**config.mk**
```make
export PLATFORM = sky130hd
export DESIGN_NAME = tile_grid_rectangle_merger
export DESIGN_NICKNAME = d
export VERILOG_FILES = /design/src/rtl/tgrm_pkg.sv /design/src/rtl/tgrm_ram.sv /design/src/rtl/tgrm_front.sv /design/src/rtl/tgrm_queue.sv /design/src/rtl/tgrm_back.sv /design/src/rtl/tile_grid_rectangle_merger.sv
export SDC_FILE = /design/constraint.sdc
export NUM_CORES = 2
export LEC_CHECK = 0
export BUFFER_PORTS_ARGS = -buffer_cell sky130_fd_sc_hd__buf_2
export CAP_MARGIN = 15
export CORE_ASPECT_RATIO = 0.6
export CORE_MARGIN = 4
export CORE_UTILIZATION = 40
export CTS_BUF_LIST = sky130_fd_sc_hd__clkbuf_2
export CTS_CLUSTER_DIAMETER = 120
export CTS_CLUSTER_SIZE = 10
export DETAILED_ROUTE_END_ITERATION = 10
export HOLD_SLACK_MARGIN = 0.1
export SYNTH_ARGS = -nofsm -noshare
export SYNTH_HDL_FRONTEND = slang
export SYNTH_SLANG_ARGS = --single-unit
```
**constraint.sdc**
```tcl
create_clock -name clk -period 6.7 [get_ports clk]
set_input_delay 0.335 -clock clk [delete_from_list [all_inputs] [get_ports clk]]
set_output_delay 0.335 -clock clk [all_outputs]
set_load 0.05 [all_outputs]
```
**src/rtl/tgrm_pkg.sv**
```systemverilog
// ----------------------------------------------------------------------------
// tgrm_pkg: shared types and constants of the tile grid rectangle merger
// Register indexes, fixed field widths and the small control structs that
// pass between the front end, the flush queue and the back end.
// ----------------------------------------------------------------------------
`timescale 1ns / 1ps
`default_nettype none

package tgrm_pkg;

    localparam int OUT_W     = 6;   // width of every coordinate on the result beat
    localparam int CFG_W     = 7;   // width of the configuration registers
    localparam int CFG_IDX_W = 1;

    localparam logic [CFG_IDX_W-1:0] REG_GRID_WIDTH  = 1'b0;
    localparam logic [CFG_IDX_W-1:0] REG_GRID_HEIGHT = 1'b1;

    // One row end, handed from the front end to the back end.
    typedef struct packed {
        logic last;     // final row of the grid: close every rectangle
        logic bank;     // run table bank that holds this row's runs
    } flush_cmd_t;

    // Event tied to one run table bank (run write, bank release).
    typedef struct packed {
        logic valid;
        logic bank;
    } bank_evt_t;

endpackage

`default_nettype wire

```
**src/rtl/tgrm_ram.sv**
```systemverilog
// ----------------------------------------------------------------------------
// tgrm_ram: generic simple dual port RAM
// One write port, one read port, read data registered, no reset.
// ----------------------------------------------------------------------------
`timescale 1ns / 1ps
`default_nettype none

module tgrm_ram #(
    parameter int WIDTH = 8,
    parameter int DEPTH = 16,
    parameter int AW    = (DEPTH > 1) ? $clog2(DEPTH) : 1
) (
    input  wire logic             clk,
    input  wire logic             we,
    input  wire logic [AW-1:0]    waddr,
    input  wire logic [WIDTH-1:0] wdata,
    input  wire logic             re,
    input  wire logic [AW-1:0]    raddr,
    output logic      [WIDTH-1:0] rdata
);

    logic [WIDTH-1:0] mem [DEPTH];

    always_ff @(posedge clk)
    begin
        if (we)
        begin
            mem[waddr] <= wdata;
        end
        if (re)
        begin
            rdata <= mem[raddr];
        end
    end

endmodule

`default_nettype wire

```
**src/rtl/tgrm_front.sv**
```systemverilog
// ----------------------------------------------------------------------------
// tgrm_front: tile intake and run detection
// Holds the grid size registers and the raster position, cuts each row into
// runs, writes finished runs into the current run table bank and posts a
// flush command at every row end. Bank busy flags stall intake.
// ----------------------------------------------------------------------------
`timescale 1ns / 1ps
`default_nettype none

module tgrm_front #(
    parameter int MAX_COLUMNS = 64,
    parameter int MAX_ROWS    = 64
) (
    input  wire logic                             clk,
    input  wire logic                             rst_n,
    input  wire logic                             cfg_we,
    input  wire logic [tgrm_pkg::CFG_IDX_W-1:0]   cfg_index,
    input  wire logic [tgrm_pkg::CFG_W-1:0]       cfg_data,
    input  wire logic                             in_valid,
    output logic                                  in_ready,
    input  wire logic                             tile_present,
    output tgrm_pkg::bank_evt_t                   rec,
    output logic [$clog2(MAX_COLUMNS)-1:0]        rec_start,
    output logic [$clog2(MAX_COLUMNS)-1:0]        rec_end,
    output logic                                  push_valid,
    output tgrm_pkg::flush_cmd_t                  push_cmd,
    input  wire tgrm_pkg::bank_evt_t              rel
);

    localparam int CW = $clog2(MAX_COLUMNS);
    localparam int RW = (MAX_ROWS > 1) ? $clog2(MAX_ROWS) : 1;
    localparam int WW = CW + 1;
    localparam int HW = RW + 1;

    logic [tgrm_pkg::CFG_W-1:0] grid_width_reg;
    logic [tgrm_pkg::CFG_W-1:0] grid_height_reg;
    logic [CW-1:0]              col_reg,   col_next;
    logic [RW-1:0]              row_reg,   row_next;
    logic                       run_open_reg, run_open_next;
    logic [CW-1:0]              run_start_reg, run_start_next;
    logic                       bank_reg;
    logic [1:0]                 busy_reg,  busy_next;

    logic [WW-1:0] w_eff;
    logic [HW-1:0] h_eff;
    logic          accept;
    logic          row_end;
    logic          last_row;
    logic          rec_hit;

    // Out-of-range sizes: zero acts as one, too large acts as the maximum.
    always_comb
    begin
        if (grid_width_reg == '0)
            w_eff = WW'(1);
        else if (32'(grid_width_reg) > 32'(MAX_COLUMNS))
            w_eff = WW'(MAX_COLUMNS);
        else
            w_eff = WW'(grid_width_reg);

        if (grid_height_reg == '0)
            h_eff = HW'(1);
        else if (32'(grid_height_reg) > 32'(MAX_ROWS))
            h_eff = HW'(MAX_ROWS);
        else
            h_eff = HW'(grid_height_reg);
    end

    assign in_ready = !busy_reg[bank_reg];
    assign accept   = in_valid && in_ready;
    assign row_end  = ({1'b0, col_reg} + WW'(1)) >= w_eff;
    assign last_row = ({1'b0, row_reg} + HW'(1)) >= h_eff;

    always_comb
    begin
        run_open_next  = run_open_reg;
        run_start_next = run_start_reg;
        rec_hit        = 1'b0;
        rec_start      = run_start_reg;
        rec_end        = col_reg;
        if (tile_present && !run_open_reg)
        begin
            run_open_next  = 1'b1;
            run_start_next = col_reg;
        end
        else if (!tile_present && run_open_reg)
        begin
            rec_hit       = 1'b1;
            rec_end       = col_reg - CW'(1);
            run_open_next = 1'b0;
        end
        // a run still open at the row end closes on the last tile
        if (row_end && run_open_next)
        begin
            rec_hit       = 1'b1;
            rec_start     = run_start_next;
            rec_end       = col_reg;
            run_open_next = 1'b0;
        end

        col_next = col_reg + CW'(1);
        row_next = row_reg;
        if (row_end)
        begin
            col_next = '0;
            row_next = last_row ? '0 : row_reg + RW'(1);
        end

        busy_next = busy_reg;
        if (rel.valid)
            busy_next[rel.bank] = 1'b0;
        if (push_valid)
            busy_next[bank_reg] = 1'b1;
    end

    assign rec.valid     = accept && rec_hit;
    assign rec.bank      = bank_reg;
    assign push_valid    = accept && row_end;
    assign push_cmd.last = last_row;
    assign push_cmd.bank = bank_reg;

    always_ff @(posedge clk or negedge rst_n)
    begin
        if (!rst_n)
        begin
            grid_width_reg  <= tgrm_pkg::CFG_W'(64);
            grid_height_reg <= tgrm_pkg::CFG_W'(64);
        end
        else if (cfg_we)
        begin
            unique case (cfg_index)
                tgrm_pkg::REG_GRID_WIDTH:  grid_width_reg  <= cfg_data;
                tgrm_pkg::REG_GRID_HEIGHT: grid_height_reg <= cfg_data;
                default:                   grid_width_reg  <= grid_width_reg;
            endcase
        end
    end

    always_ff @(posedge clk or negedge rst_n)
    begin
        if (!rst_n)
        begin
            col_reg       <= '0;
            row_reg       <= '0;
            run_open_reg  <= 1'b0;
            run_start_reg <= '0;
            bank_reg      <= 1'b0;
            busy_reg      <= '0;
        end
        else
        begin
            busy_reg <= busy_next;
            if (accept)
            begin
                col_reg       <= col_next;
                row_reg       <= row_next;
                run_open_reg  <= run_open_next;
                run_start_reg <= run_start_next;
                if (row_end)
                    bank_reg <= !bank_reg;
            end
        end
    end

endmodule

`default_nettype wire

```
**src/rtl/tgrm_queue.sv**
```systemverilog
// ----------------------------------------------------------------------------
// tgrm_queue: two-entry flush command queue
// Decouples row ends seen by the front end from flushes run by the back end.
// ----------------------------------------------------------------------------
`timescale 1ns / 1ps
`default_nettype none

module tgrm_queue (
    input  wire logic                 clk,
    input  wire logic                 rst_n,
    input  wire logic                 push,
    input  wire tgrm_pkg::flush_cmd_t push_cmd,
    input  wire logic                 pop,
    output logic                      q_valid,
    output tgrm_pkg::flush_cmd_t      q_cmd
);

    tgrm_pkg::flush_cmd_t slot_reg [2];
    logic                 wr_ptr_reg;
    logic                 rd_ptr_reg;
    logic [1:0]           count_reg, count_next;

    assign q_valid = count_reg != 2'd0;
    assign q_cmd   = slot_reg[rd_ptr_reg];

    always_comb
    begin
        count_next = count_reg;
        if (push && !pop)
            count_next = count_reg + 2'd1;
        else if (pop && !push)
            count_next = count_reg - 2'd1;
    end

    always_ff @(posedge clk or negedge rst_n)
    begin
        if (!rst_n)
        begin
            wr_ptr_reg <= 1'b0;
            rd_ptr_reg <= 1'b0;
            count_reg  <= 2'd0;
            slot_reg[0] <= '0;
            slot_reg[1] <= '0;
        end
        else
        begin
            count_reg <= count_next;
            if (push)
            begin
                slot_reg[wr_ptr_reg] <= push_cmd;
                wr_ptr_reg           <= !wr_ptr_reg;
            end
            if (pop)
                rd_ptr_reg <= !rd_ptr_reg;
        end
    end

`ifndef SYNTHESIS
    // each bank has at most one row end in flight, so two slots suffice
    a_no_overflow: assert property (@(posedge clk) disable iff (!rst_n)
        push |-> (count_reg != 2'd2))
        else $error("flush queue overflow");

    a_no_underflow: assert property (@(posedge clk) disable iff (!rst_n)
        pop |-> (count_reg != 2'd0))
        else $error("flush queue popped while empty");
`endif

endmodule

`default_nettype wire

```
**src/rtl/tgrm_back.sv**
```systemverilog
// ----------------------------------------------------------------------------
// tgrm_back: rectangle table and flush engine
// Walks every start column once per row end, merges the row's runs into the
// open rectangle table and sends closed rectangles out in column order. A
// one-deep holding stage delays each result so the last one can be flagged.
// ----------------------------------------------------------------------------
`timescale 1ns / 1ps
`default_nettype none

module tgrm_back #(
    parameter int MAX_COLUMNS = 64,
    parameter int MAX_ROWS    = 64
) (
    input  wire logic                                clk,
    input  wire logic                                rst_n,
    input  wire tgrm_pkg::bank_evt_t                 rec,
    input  wire logic [$clog2(MAX_COLUMNS)-1:0]      rec_start,
    input  wire logic [$clog2(MAX_COLUMNS)-1:0]      rec_end,
    input  wire logic                                q_valid,
    input  wire tgrm_pkg::flush_cmd_t                q_cmd,
    output logic                                     pop,
    output tgrm_pkg::bank_evt_t                      rel,
    output logic                                     out_valid,
    input  wire logic                                out_ready,
    output logic [tgrm_pkg::OUT_W-1:0]               left_column,
    output logic [tgrm_pkg::OUT_W-1:0]               top_row,
    output logic [tgrm_pkg::OUT_W-1:0]               right_column,
    output logic [tgrm_pkg::OUT_W-1:0]               bottom_row,
    output logic                                     last_of_flush
);

    localparam int CW     = $clog2(MAX_COLUMNS);
    localparam int RW     = (MAX_ROWS > 1) ? $clog2(MAX_ROWS) : 1;
    localparam int OW     = CW + 2 * RW;
    localparam int NAW    = CW + 1;
    localparam int NDEPTH = 1 << NAW;
    localparam int FW     = tgrm_pkg::OUT_W;

    typedef enum logic [1:0] {
        ST_IDLE,
        ST_STEP,
        ST_SECOND,
        ST_FINISH
    } state_t;

    state_t                       state_reg;
    logic [CW-1:0]                s_reg;
    logic [RW-1:0]                row_reg;
    logic                         last_reg;
    logic                         bank_reg;
    logic [MAX_COLUMNS-1:0]       open_valid_reg;
    logic [1:0][MAX_COLUMNS-1:0]  new_valid_reg;

    logic                         held_valid_reg;
    logic [CW-1:0]                held_left_reg;
    logic [RW-1:0]                held_top_reg;
    logic [CW-1:0]                held_right_reg;
    logic [RW-1:0]                held_bottom_reg;

    logic                         out_valid_reg;
    logic [FW-1:0]                out_left_reg;
    logic [FW-1:0]                out_top_reg;
    logic [FW-1:0]                out_right_reg;
    logic [FW-1:0]                out_bottom_reg;
    logic                         out_last_reg;

    logic [OW-1:0] open_rdata, open_wdata;
    logic [CW-1:0] run_rdata;
    logic          open_we;
    logic          rd_en;
    logic [CW-1:0] rd_col;
    logic          rd_bank;

    logic [CW-1:0] o_right;
    logic [RW-1:0] o_top, o_bottom;
    logic          ov, nv, match;
    logic          cand_a, cand_b;
    logic          out_free, can_push;
    logic          step_go, second_go, finish_go, advance, last_col;
    logic          push_valid;
    logic [RW-1:0] push_top, push_bottom;
    logic [CW-1:0] push_right;

    assign {o_right, o_top, o_bottom} = open_rdata;

    always_comb
    begin
        ov       = open_valid_reg[s_reg];
        nv       = new_valid_reg[bank_reg][s_reg];
        match    = ov && nv && (run_rdata == o_right);
        // old rectangle leaves unless extended; on the last row everything leaves
        cand_a   = ov && (!match || last_reg);
        cand_b   = nv && !match && last_reg;
        out_free = !out_valid_reg || out_ready;
        can_push = !held_valid_reg || out_free;
        last_col = s_reg == CW'(MAX_COLUMNS - 1);

        step_go   = (state_reg == ST_STEP) && (!cand_a || can_push);
        second_go = (state_reg == ST_SECOND) && can_push;
        finish_go = (state_reg == ST_FINISH) && (!held_valid_reg || out_free);
        advance   = (step_go && !cand_b) || second_go;

        pop     = (state_reg == ST_IDLE) && q_valid;
        rd_en   = pop || (advance && !last_col);
        rd_col  = pop ? '0 : s_reg + CW'(1);
        rd_bank = pop ? q_cmd.bank : bank_reg;

        open_we    = step_go && !last_reg && (match || nv);
        open_wdata = match ? {o_right, o_top, row_reg} : {run_rdata, row_reg, row_reg};

        push_valid  = (step_go && cand_a) || second_go;
        push_top    = (state_reg == ST_SECOND) ? row_reg   : o_top;
        push_right  = (state_reg == ST_SECOND) ? run_rdata : o_right;
        push_bottom = (state_reg == ST_SECOND) ? row_reg
                    : (match ? row_reg : o_bottom);

        rel.valid = finish_go;
        rel.bank  = bank_reg;
    end

    tgrm_ram #(
        .WIDTH (OW),
        .DEPTH (MAX_COLUMNS)
    ) u_open_ram (
        .clk   (clk),
        .we    (open_we),
        .waddr (s_reg),
        .wdata (open_wdata),
        .re    (rd_en),
        .raddr (rd_col),
        .rdata (open_rdata)
    );

    tgrm_ram #(
        .WIDTH (CW),
        .DEPTH (NDEPTH)
    ) u_run_ram (
        .clk   (clk),
        .we    (rec.valid),
        .waddr ({rec.bank, rec_start}),
        .wdata (rec_end),
        .re    (rd_en),
        .raddr ({rd_bank, rd_col}),
        .rdata (run_rdata)
    );

    always_ff @(posedge clk or negedge rst_n)
    begin
        if (!rst_n)
        begin
            state_reg       <= ST_IDLE;
            s_reg           <= '0;
            row_reg         <= '0;
            last_reg        <= 1'b0;
            bank_reg        <= 1'b0;
            open_valid_reg  <= '0;
            new_valid_reg   <= '0;
            held_valid_reg  <= 1'b0;
            held_left_reg   <= '0;
            held_top_reg    <= '0;
            held_right_reg  <= '0;
            held_bottom_reg <= '0;
            out_valid_reg   <= 1'b0;
            out_left_reg    <= '0;
            out_top_reg     <= '0;
            out_right_reg   <= '0;
            out_bottom_reg  <= '0;
            out_last_reg    <= 1'b0;
        end
        else
        begin
            if (out_valid_reg && out_ready)
                out_valid_reg <= 1'b0;

            // a new candidate pushes the held one out, not last
            if (push_valid)
            begin
                if (held_valid_reg)
                begin
                    out_valid_reg  <= 1'b1;
                    out_left_reg   <= FW'(held_left_reg);
                    out_top_reg    <= FW'(held_top_reg);
                    out_right_reg  <= FW'(held_right_reg);
                    out_bottom_reg <= FW'(held_bottom_reg);
                    out_last_reg   <= 1'b0;
                end
                held_valid_reg  <= 1'b1;
                held_left_reg   <= s_reg;
                held_top_reg    <= push_top;
                held_right_reg  <= push_right;
                held_bottom_reg <= push_bottom;
            end

            if (step_go)
            begin
                open_valid_reg[s_reg]          <= !last_reg && (match || nv);
                new_valid_reg[bank_reg][s_reg] <= 1'b0;
            end
            if (rec.valid)
                new_valid_reg[rec.bank][rec_start] <= 1'b1;

            unique case (state_reg)
                ST_IDLE:
                begin
                    if (q_valid)
                    begin
                        last_reg  <= q_cmd.last;
                        bank_reg  <= q_cmd.bank;
                        s_reg     <= '0;
                        state_reg <= ST_STEP;
                    end
                end
                ST_STEP:
                begin
                    if (step_go)
                    begin
                        if (cand_b)
                            state_reg <= ST_SECOND;
                        else if (last_col)
                            state_reg <= ST_FINISH;
                        else
                            s_reg <= s_reg + CW'(1);
                    end
                end
                ST_SECOND:
                begin
                    if (second_go)
                    begin
                        if (last_col)
                        begin
                            state_reg <= ST_FINISH;
                        end
                        else
                        begin
                            s_reg     <= s_reg + CW'(1);
                            state_reg <= ST_STEP;
                        end
                    end
                end
                ST_FINISH:
                begin
                    if (finish_go)
                    begin
                        if (held_valid_reg)
                        begin
                            out_valid_reg  <= 1'b1;
                            out_left_reg   <= FW'(held_left_reg);
                            out_top_reg    <= FW'(held_top_reg);
                            out_right_reg  <= FW'(held_right_reg);
                            out_bottom_reg <= FW'(held_bottom_reg);
                            out_last_reg   <= 1'b1;
                            held_valid_reg <= 1'b0;
                        end
                        row_reg   <= last_reg ? '0 : row_reg + RW'(1);
                        state_reg <= ST_IDLE;
                    end
                end
                default:
                begin
                    state_reg <= ST_IDLE;
                end
            endcase
        end
    end

    assign out_valid     = out_valid_reg;
    assign left_column   = out_left_reg;
    assign top_row       = out_top_reg;
    assign right_column  = out_right_reg;
    assign bottom_row    = out_bottom_reg;
    assign last_of_flush = out_last_reg;

`ifndef SYNTHESIS
    a_held_not_lost: assert property (@(posedge clk) disable iff (!rst_n)
        push_valid |-> (!held_valid_reg || out_free))
        else $error("held rectangle overwritten");

    a_bank_drained: assert property (@(posedge clk) disable iff (!rst_n)
        rel.valid |-> (new_valid_reg[bank_reg] == '0))
        else $error("bank released with runs left");

    a_grid_closed: assert property (@(posedge clk) disable iff (!rst_n)
        (rel.valid && last_reg) |-> (open_valid_reg == '0))
        else $error("rectangle left open after last row");

    a_no_ram_collision: assert property (@(posedge clk) disable iff (!rst_n)
        open_we |-> !(rd_en && (rd_col == s_reg)))
        else $error("open table read and write on the same column");
`endif

endmodule

`default_nettype wire

```
**src/rtl/tile_grid_rectangle_merger.sv**
```systemverilog
// ----------------------------------------------------------------------------
// tile_grid_rectangle_merger: merges runs of a binary tile grid into rectangles
// Throughput: one tile beat per cycle while a row streams in, unless the
//   row's run table bank still waits for a flush; every row end starts a
//   flush that walks all MAX_COLUMNS start columns, with an extra step for
//   each column that closes two rectangles. Two run table banks overlap a
//   row's intake with the flush of the row before it.
// Reset: tables empty, grid size 64 by 64; no clearing pass.
// ----------------------------------------------------------------------------
`timescale 1ns / 1ps
`default_nettype none

// Structure:
//   front  - takes tile beats, tracks column/row, finds runs and writes them
//            into the run table bank of the current row.
//            At the row end it posts a flush command and flips to the other
//            bank; it stalls intake while that bank still waits for a flush.
//   queue  - two flush commands deep, one per bank.
//   back   - walks start columns 0..MAX_COLUMNS-1 with registered reads of
//            the open rectangle and run RAMs, one column per cycle when it
//            closes at most one rectangle and results can move on. Per column:
//            extend a rectangle whose run matches exactly, else close it,
//            then open the new run; on the last row close all. Closed ones
//            wait in a holding stage so the final one gets last_of_flush,
//            then in the output register; the walk runs on until both fill.

module tile_grid_rectangle_merger #(
    parameter int MAX_COLUMNS = 64,
    parameter int MAX_ROWS    = 64
) (
    input  wire logic                           clk,
    input  wire logic                           rst_n,
    // configuration write port
    input  wire logic                           cfg_we,
    input  wire logic [tgrm_pkg::CFG_IDX_W-1:0] cfg_index,
    input  wire logic [tgrm_pkg::CFG_W-1:0]     cfg_data,
    // tile beats
    input  wire logic                           in_valid,
    output logic                                in_ready,
    input  wire logic                           tile_present,
    // rectangle beats
    output logic                                out_valid,
    input  wire logic                           out_ready,
    output logic [tgrm_pkg::OUT_W-1:0]          left_column,
    output logic [tgrm_pkg::OUT_W-1:0]          top_row,
    output logic [tgrm_pkg::OUT_W-1:0]          right_column,
    output logic [tgrm_pkg::OUT_W-1:0]          bottom_row,
    output logic                                last_of_flush
);

    localparam int CW = $clog2(MAX_COLUMNS);

    tgrm_pkg::bank_evt_t  rec;
    logic [CW-1:0]        rec_start;
    logic [CW-1:0]        rec_end;
    logic                 push_valid;
    tgrm_pkg::flush_cmd_t push_cmd;
    logic                 q_valid;
    tgrm_pkg::flush_cmd_t q_cmd;
    logic                 pop;
    tgrm_pkg::bank_evt_t  rel;

    tgrm_front #(
        .MAX_COLUMNS (MAX_COLUMNS),
        .MAX_ROWS    (MAX_ROWS)
    ) u_front (
        .clk          (clk),
        .rst_n        (rst_n),
        .cfg_we       (cfg_we),
        .cfg_index    (cfg_index),
        .cfg_data     (cfg_data),
        .in_valid     (in_valid),
        .in_ready     (in_ready),
        .tile_present (tile_present),
        .rec          (rec),
        .rec_start    (rec_start),
        .rec_end      (rec_end),
        .push_valid   (push_valid),
        .push_cmd     (push_cmd),
        .rel          (rel)
    );

    tgrm_queue u_queue (
        .clk      (clk),
        .rst_n    (rst_n),
        .push     (push_valid),
        .push_cmd (push_cmd),
        .pop      (pop),
        .q_valid  (q_valid),
        .q_cmd    (q_cmd)
    );

    tgrm_back #(
        .MAX_COLUMNS (MAX_COLUMNS),
        .MAX_ROWS    (MAX_ROWS)
    ) u_back (
        .clk           (clk),
        .rst_n         (rst_n),
        .rec           (rec),
        .rec_start     (rec_start),
        .rec_end       (rec_end),
        .q_valid       (q_valid),
        .q_cmd         (q_cmd),
        .pop           (pop),
        .rel           (rel),
        .out_valid     (out_valid),
        .out_ready     (out_ready),
        .left_column   (left_column),
        .top_row       (top_row),
        .right_column  (right_column),
        .bottom_row    (bottom_row),
        .last_of_flush (last_of_flush)
    );

endmodule

`default_nettype wire

```
# Word-level counts from Yosys, hierarchy flattened
# Memories as Yosys holds them, arrays and structs flattened. A register that Yosys moved wholly into a read port is not among the register bits.
# Index checks and enable logic that the tools add are counted.
dict set report classes {
  add_sub_neg 9
  order_cmp 15
  eq_ne 11
  muxes 111
  bitwise 9
  n_reduce_logical 65
}
# operator n
set ops {}
lappend ops {{two-way mux 128 bit} 2}
lappend ops {{two-way mux 64 bit} 4}
lappend ops {{two-way mux 6 bit} 38}
lappend ops {{AND 128 bit} 1}
lappend ops {{demux 64 bit (select 1 bit)} 2}
lappend ops {{NOT 128 bit} 1}
lappend ops {{bitwise OR 128 bit} 1}
lappend ops {{bitwise mux 64 bit} 1}
lappend ops {{two-way mux 1 bit} 34}
lappend ops {{two-way mux 2 bit} 15}
lappend ops {{logical AND 1 bit} 29}
lappend ops {{two-way mux 7 bit} 4}
lappend ops {{adder 6 x 1 -> 6 bit, second input constant} 4}
lappend ops {{two-way mux 18 bit} 1}
lappend ops {{one-hot mux 6 bit (3 select lines)} 1}
lappend ops {{zero test 1 bit} 15}
lappend ops {{adder 6 x 1 -> 7 bit, second input constant} 2}
lappend ops {{>= comparator 7 bit} 2}
lappend ops {{greater-than comparator 7 bit, second input constant} 2}
lappend ops {{zero test 7 bit} 2}
lappend ops {{less-than comparator 6 x 7 -> 1 bit, second input constant} 2}
lappend ops {{binary-select mux 1 bit (select 6 bit)} 2}
lappend ops {{demux 1 bit (select 6 bit)} 2}
lappend ops {{>= comparator 6 x 1 -> 1 bit, second input constant} 2}
lappend ops {{29 further kinds} 51}
dict set report totals {
  ff_bits 303
  mem_bits_rw 1920
  inputBits 14
  output_inout_bits 27
  n_memories 2
}
# name words word_bits rd rd_ports_with_merged_regs wr line
set memory_table {}
lappend memory_table {u_back.u_open_ram.mem 64 18 1 1 1 tgrm_ram.sv:22} ;# logic [WIDTH-1:0] mem [DEPTH];
lappend memory_table {u_back.u_run_ram.mem 128 6 1 1 1 tgrm_ram.sv:22}

# Logic depth before layout (Yosys ltp)
dict set report depth {
  word_depth 18
  ltp_mapped 16
}

# Modules after synthesis
# Synthesis repeated with hierarchy kept, for this count alone.
dict set report hier_totals {
  cells_unflattened 4771
  hier_area_um2 91134.9
}
# module instances cells_each area_each_um2 seq_area_each_um2
set by_module_without_submodules {}
lappend by_module_without_submodules {{tgrm_ram at u_back.u_open_ram} 1 1957 44801.7 35133.7}
lappend by_module_without_submodules {{tgrm_ram at u_back.u_run_ram} 1 1271 29983.8 23242.3}
lappend by_module_without_submodules {tgrm_back 1 1301 13749.4 6481.2}
lappend by_module_without_submodules {tgrm_front 1 217 2242.2 903.4}
lappend by_module_without_submodules {tgrm_queue 1 25 357.8 200.2}

# Worst setup path before layout
# Ideal clock, no wire load.
dict set report synth_timing {
  path_type {register to register}
  startpoint {reg u_front.col_reg[0]}
  endpoint {mem u_back.u_run_ram.mem[0][1] (netlist bit), data pin}
  setup_ns 0.920
  arrival_ns 4.704
  required_ns 5.780
  path_slack_ns 1.076
  path_stages_with_launch 5
  period_less_slack_ns 5.624
  cell_sequence {dfrtp_1 clkbuf_1 inv_1 ha_1 mux2i_1}
}
dict set report synth_between {
  elab_chain_cells 4
  elab_cells_between_ends 7
  cone_classes {add/sub (2); order compare (1); mux (3); reduce/logical (1)}
}
# element line
set synth_lines {}
lappend synth_lines {{start, declared} tgrm_front.sv:37} ;# logic [CW-1:0] col_reg, col_next;
lappend synth_lines {{start signal, assigned} tgrm_front.sv:155} ;# col_reg <= col_next;
lappend synth_lines {{adder 6 x 1 -> 7 bit or subtractor 6 x 1 -> 6 bit (tied branches)} {tgrm_front.sv:71, tgrm_front.sv:89}}
lappend synth_lines {{>= comparator 7 bit or two-way mux 6 bit (tied branches)} {tgrm_front.sv:71, tgrm_front.sv:86}}
lappend synth_lines {{logical AND 1 bit or two-way mux 6 bit (tied branches)} {tgrm_front.sv:93, tgrm_front.sv:81}}
lappend synth_lines {{two-way mux 6 bit *} tgrm_front.sv:93} ;# if (row_end && run_open_next)
lappend synth_lines {{named net rec_end[1]} tile_grid_rectangle_merger.sv:55} ;# logic [CW-1:0] rec_end;
lappend synth_lines {{end, declared} tgrm_ram.sv:22}
# Mark *: on every way through the listed nets, which the timed path passes. The rest lies on a longest branch.

# Worst setup path in the final report
dict set report layout_timing {
  startpoint {reg u_back.state_reg[0]}
  endpoint {reg u_back.u_open_ram.rdata[16] (read register of u_back.u_open_ram.mem), data pin}
}
dict set report layout_between {
  elab_chain_cells 6
  elab_cells_between_ends 11
  cone_classes {eq/ne (2); mux (1); reduce/logical (8)}
}
# element line
set layout_lines {}
lappend layout_lines {{start, declared} tgrm_back.sv:46} ;# state_t state_reg;
lappend layout_lines {{start signal, assigned} tgrm_back.sv:151} ;# state_reg <= ST_IDLE;
lappend layout_lines {{start signal, assigned} tgrm_back.sv:210} ;# state_reg <= ST_STEP;
lappend layout_lines {{start signal, assigned} tgrm_back.sv:218} ;# state_reg <= ST_SECOND;
lappend layout_lines {{== test 2 x 1 -> 1 bit} tgrm_back.sv:98} ;# step_go = (state_reg == ST_STEP) && (!cand_a || can_push);
lappend layout_lines {{logical AND 1 bit} tgrm_back.sv:98}
lappend layout_lines {{logical AND 1 bit} tgrm_back.sv:101} ;# advance = (step_go && !cand_b) || second_go;
lappend layout_lines {{logical OR 1 bit} tgrm_back.sv:101}
lappend layout_lines {{logical AND 1 bit} tgrm_back.sv:104} ;# rd_en = pop || (advance && !last_col);
lappend layout_lines {{logical OR 1 bit} tgrm_back.sv:104}
lappend layout_lines {{end, declared} tgrm_ram.sv:19} ;# output logic [WIDTH-1:0] rdata
# Several ways; a longest one is shown, not always the timed one.
# A chain may end at the register's enable or synchronous reset.

==> out/qor_table.md <==
| Result | Value |
|---|---|
| Number of enable flip-flop cells after synthesis | 1944 |
| Clock share of power | 0.148 |
| Later-pin clock latency in the skew report | 1590 ps |
| VDD IR max | 380 µV |
| Switching pwr | 15.5 mW |
| Total clock buffers created by CTS | 267 |
| Height of the die | 379 µm |
| Count of TritonRoute iterations in the first routing pass | 6 |
| Slew HR | 0.155 |
| Filler instances | 19700 |
| Number of cells in the design after placement | 7881 |
| Portion of synthesized cell area occupied by the leading cell type | 0.638 |
| Cell Rows | 135 |
| Vias in the first global route | 48900 |
| Count of buffers from port buffering | 40 |
| Share of flip-flops with an asynchronous set or reset after synthesis | 0.135 |
| Detailed Route Iter0 Violations | 7210 |
| Worst Hold Launch | tile_present |
| Distinct cell type count of the synthesized netlist | 77 |
| Yosys top cell by area | edfxtp_1 |
| Post-Syn Nets | 5046 |
| Sum of routed wire length over all layers | 252 mm |
| Pin count of the biggest net entering global routing | 146 |
| Slew of the pin with the lowest slew margin | 1260 ps |
| Maximum clock path buffer count | 4 |
| # nets final | 5232 |
| Yosys warning count | 0 |
| Category of the critical setup timing path | flop to flop |
| Pins Over Slew Limit | 0 |
| Count of buffer and inverter cells on the critical path | 4 |
| Sum of internal, switching and leakage power | 40.4 mW |
| Gp weighted congestion | 0.862 |
| Layout area overhead | 7.58% |
| Top cells by area in the synthesized netlist | edfxtp_1 (64%), mux4_2 (13%), dfrtp_1 (8.2%) |
| Starting density of the core | 0.404 |
| Status | finished clean |
| Destination of the worst register-to-register timing path | u_back.u_open_ram.rdata[16] |
| Startpoint kind of the worst setup timing path | flop |
| Register area | 66000 µm² |
| Period utilisation layout | 0.839 |
| Arrival time reported for the critical path endpoint | 6840 ps |
| Total Negative Setup Slacks | 0 ps |
| Clock slew at the register clock pins of the worst setup and hold paths | 240 ps |
| Comb power frac | 0.404 |
| TritonCTS sink count | 2247 |
| Per-cell via count in the routed design | 6.03 |
| Number of antenna violations at the first check in global routing | 14 |
| Clock tree from TritonCTS | done |
| Commonest cells after routing, fill and taps aside | edfxtp_1 (1944), mux4_2 (539), o21ai_0 (501) |
| Global-route wire length before repair | 362 mm |
| Relative contribution of sequential cells to total power | 0.448 |
| Internal power | 24.9 mW |
| Launch instance of the worst register-to-register path | u_back.state_reg[0] |
| Critical Path Fanout Max | 56 |
| Data required time of the critical path | 7920 ps |
| Slowest cell on the critical path | a211oi_1 |
| Root Buffer | clkbuf_2 |
| Switching share of total power | 0.384 |
| Fraction of layout cells with a size suffix above 1 | 0.257 |
| Minimum clock period | 5620 ps |
| Post-Syn Area | 91500 µm² |
| Vias after detailed routing | 50100 |
| Detail-routed net length per standard cell | 30.3 µm |
| Post-route insts no fill | 8305 |
| Most common cell after layout, fill and taps aside | edfxtp_1 |
| Cell count after synthesis | 5007 |
| Hold Path Cell Cnt | 6 |
| Worst reg-to-reg setup slack | 1080 ps |
| DR DRC count | 0 |
| Static Leak | 31.4 nW |
| Fin Hold WS | 249 ps |
| Critical Path End Type | flop |
| Flip-flop count of the largest register after layout | 1152 |
| Final setup violation count | 0 |
| Worst min path class | input port to flop |
| Tot GR Track Use | 0.211 |
| Number of synthesized register bits | 2247 |
| Post-detailed-route count of antenna-violating nets | 0 |
| Hold Path Sink | u_back.u_run_ram.mem[101][2] |
| Die X-Extent | 626 µm |
| Die ar. | 237000 µm² |
| Number of cell instances on the worst register-to-register path | 11 |
| Residual overflow from global routing | 0 |
| Multi-input gate area in the final layout | 24100 µm² |
| Area of the core | 227000 µm² |
| Average size of a mapped cell | 18.3 µm² |
| List of cells traversed by the critical path | inv_1 > ha_1 > nor2b_4 > buf_4 > nor2_4 > buf_12 > buf_4 > mux4_2 > mux4_2 > a211oi_1 > a31oi_1 |
| Final Skew | 204 ps |
| I/O pin count | 41 |
| Max incr delay on CP | 1000 ps |
| Number of max-capacitance violations reported | 0 |
| Final hold violation count | 0 |
| Detailed placer's ending HPWL | 153 mm |
| RSZ-0062 raised after global routing | false |
| Sequential area share after synthesis | 0.721 |
| H-Tree Level Count | 5 |
| Maximum clock rate | 178 MHz |
| Predominant post-synthesis flop cell | edfxtp_1 |
| Power density normalized to cell area | 411 nW/µm² |
| CP delay by family, top | buffers and inverters |
==> power groups by stage <==
stage                     clock, mW  combinational (mW)  sequential, mW
after floorplan                   0                9.72            18.6
after global placement            0                16.0            18.4
after detailed placement          0                16.1            18.4
after CTS                      6.20                16.2            18.1
after global routing           6.79                17.3            18.2
final                          6.00                16.3            18.1
==> cells by family after synthesis <==
kind of cell	Yosys count	synth area share
flip-flops	2247	0.721
AO/OA/AOI/OAI	773	0.0514
multiplexers	773	0.160
AND/OR/NAND/NOR	757	0.0426
buffers and inverters	404	0.0196
XOR/XNOR	28	0.00268
adder cells (fa/ha/maj)	25	0.00342
==> metrics by stage <==
stage / cell area, µm² / util / worst slack, ps
CTS: 98400 / 0.434 / 1260
global route: 98500 / 0.434 / 1060
floorplan: 91500 / - / 1080
finish: 98500 / 0.434 / 1080
detailed placement: 96000 / 0.423 / 1300
global placement: 95900 / 0.423 / 1280
==> Yosys cell counts, types with 17 or more instances <==
library cell     n
nor3_1          67
buf_4           20
o22ai_1         33
a211oi_1        20
buf_1           20
inv_1           17
xnor2_1         19
a31oi_1         24
nor2_1         177
ha_1            25
o41ai_1         47
mux4_2         539
nand3_1         29
clkbuf_1       214
edfxtp_1      1944
buf_2          122
mux2i_1        128
nand2b_1       190
mux2_2          78
nand2_1        130
o21ai_0        502
o221ai_1        66
or3_1           82
and2_1          20
mux2_1          28
dfrtp_1        301
==> worst max-delay path by stage <==
stage	depth (start not counted)	startpoint	endpoint	slack, ps
global placement	12	u_back.state_reg[0]	u_back.u_open_ram.rdata[12]	1280
detailed placement	11	u_back.state_reg[0]	u_back.u_open_ram.rdata[12]	1300
CTS	12	u_back.state_reg[0]	u_back.u_open_ram.rdata[12]	1260
floorplan	4	u_front.col_reg[0]	u_back.u_run_ram.mem[0][1]	1080
global route	11	u_back.state_reg[0]	u_back.u_open_ram.rdata[16]	1060
finish	11	u_back.state_reg[0]	u_back.u_open_ram.rdata[16]	1080
==> per-layer routing <==
metal	part of all wire	global-route usage
met1	0.46	0.340
met2	0.41	0.277
met3	0.12	0.0648
met4	0.016	0.0386
met5	0	0
==> worst min-delay path, delay by kind of cell <==
family	cells	cell delay (ps)
compound gates	1	80
buf+inv	3	870
simple gates	2	300
==> what timing repair did <==
item | 4_1_cts | 5_1_grt
buffers inserted | 0 | 0
gates resized for setup | 0 | 0
hold buffers | 47 | 0
hold endpoints to repair | 1562 | 0
==> area by class of cell <==
type                            count  share of cell area
Timing Repair Buffer              300              0.0266
Inverter                           21            0.000902
Tap cell                         3014              0.0383
Clock buffer                      353              0.0179
Clock inverter                     11             0.00132
Antenna cell                        3           0.0000762
Multi-Input combinational cell   2356               0.245
Sequential cell                  2247               0.670
Power figures use the tool's default switching activity.
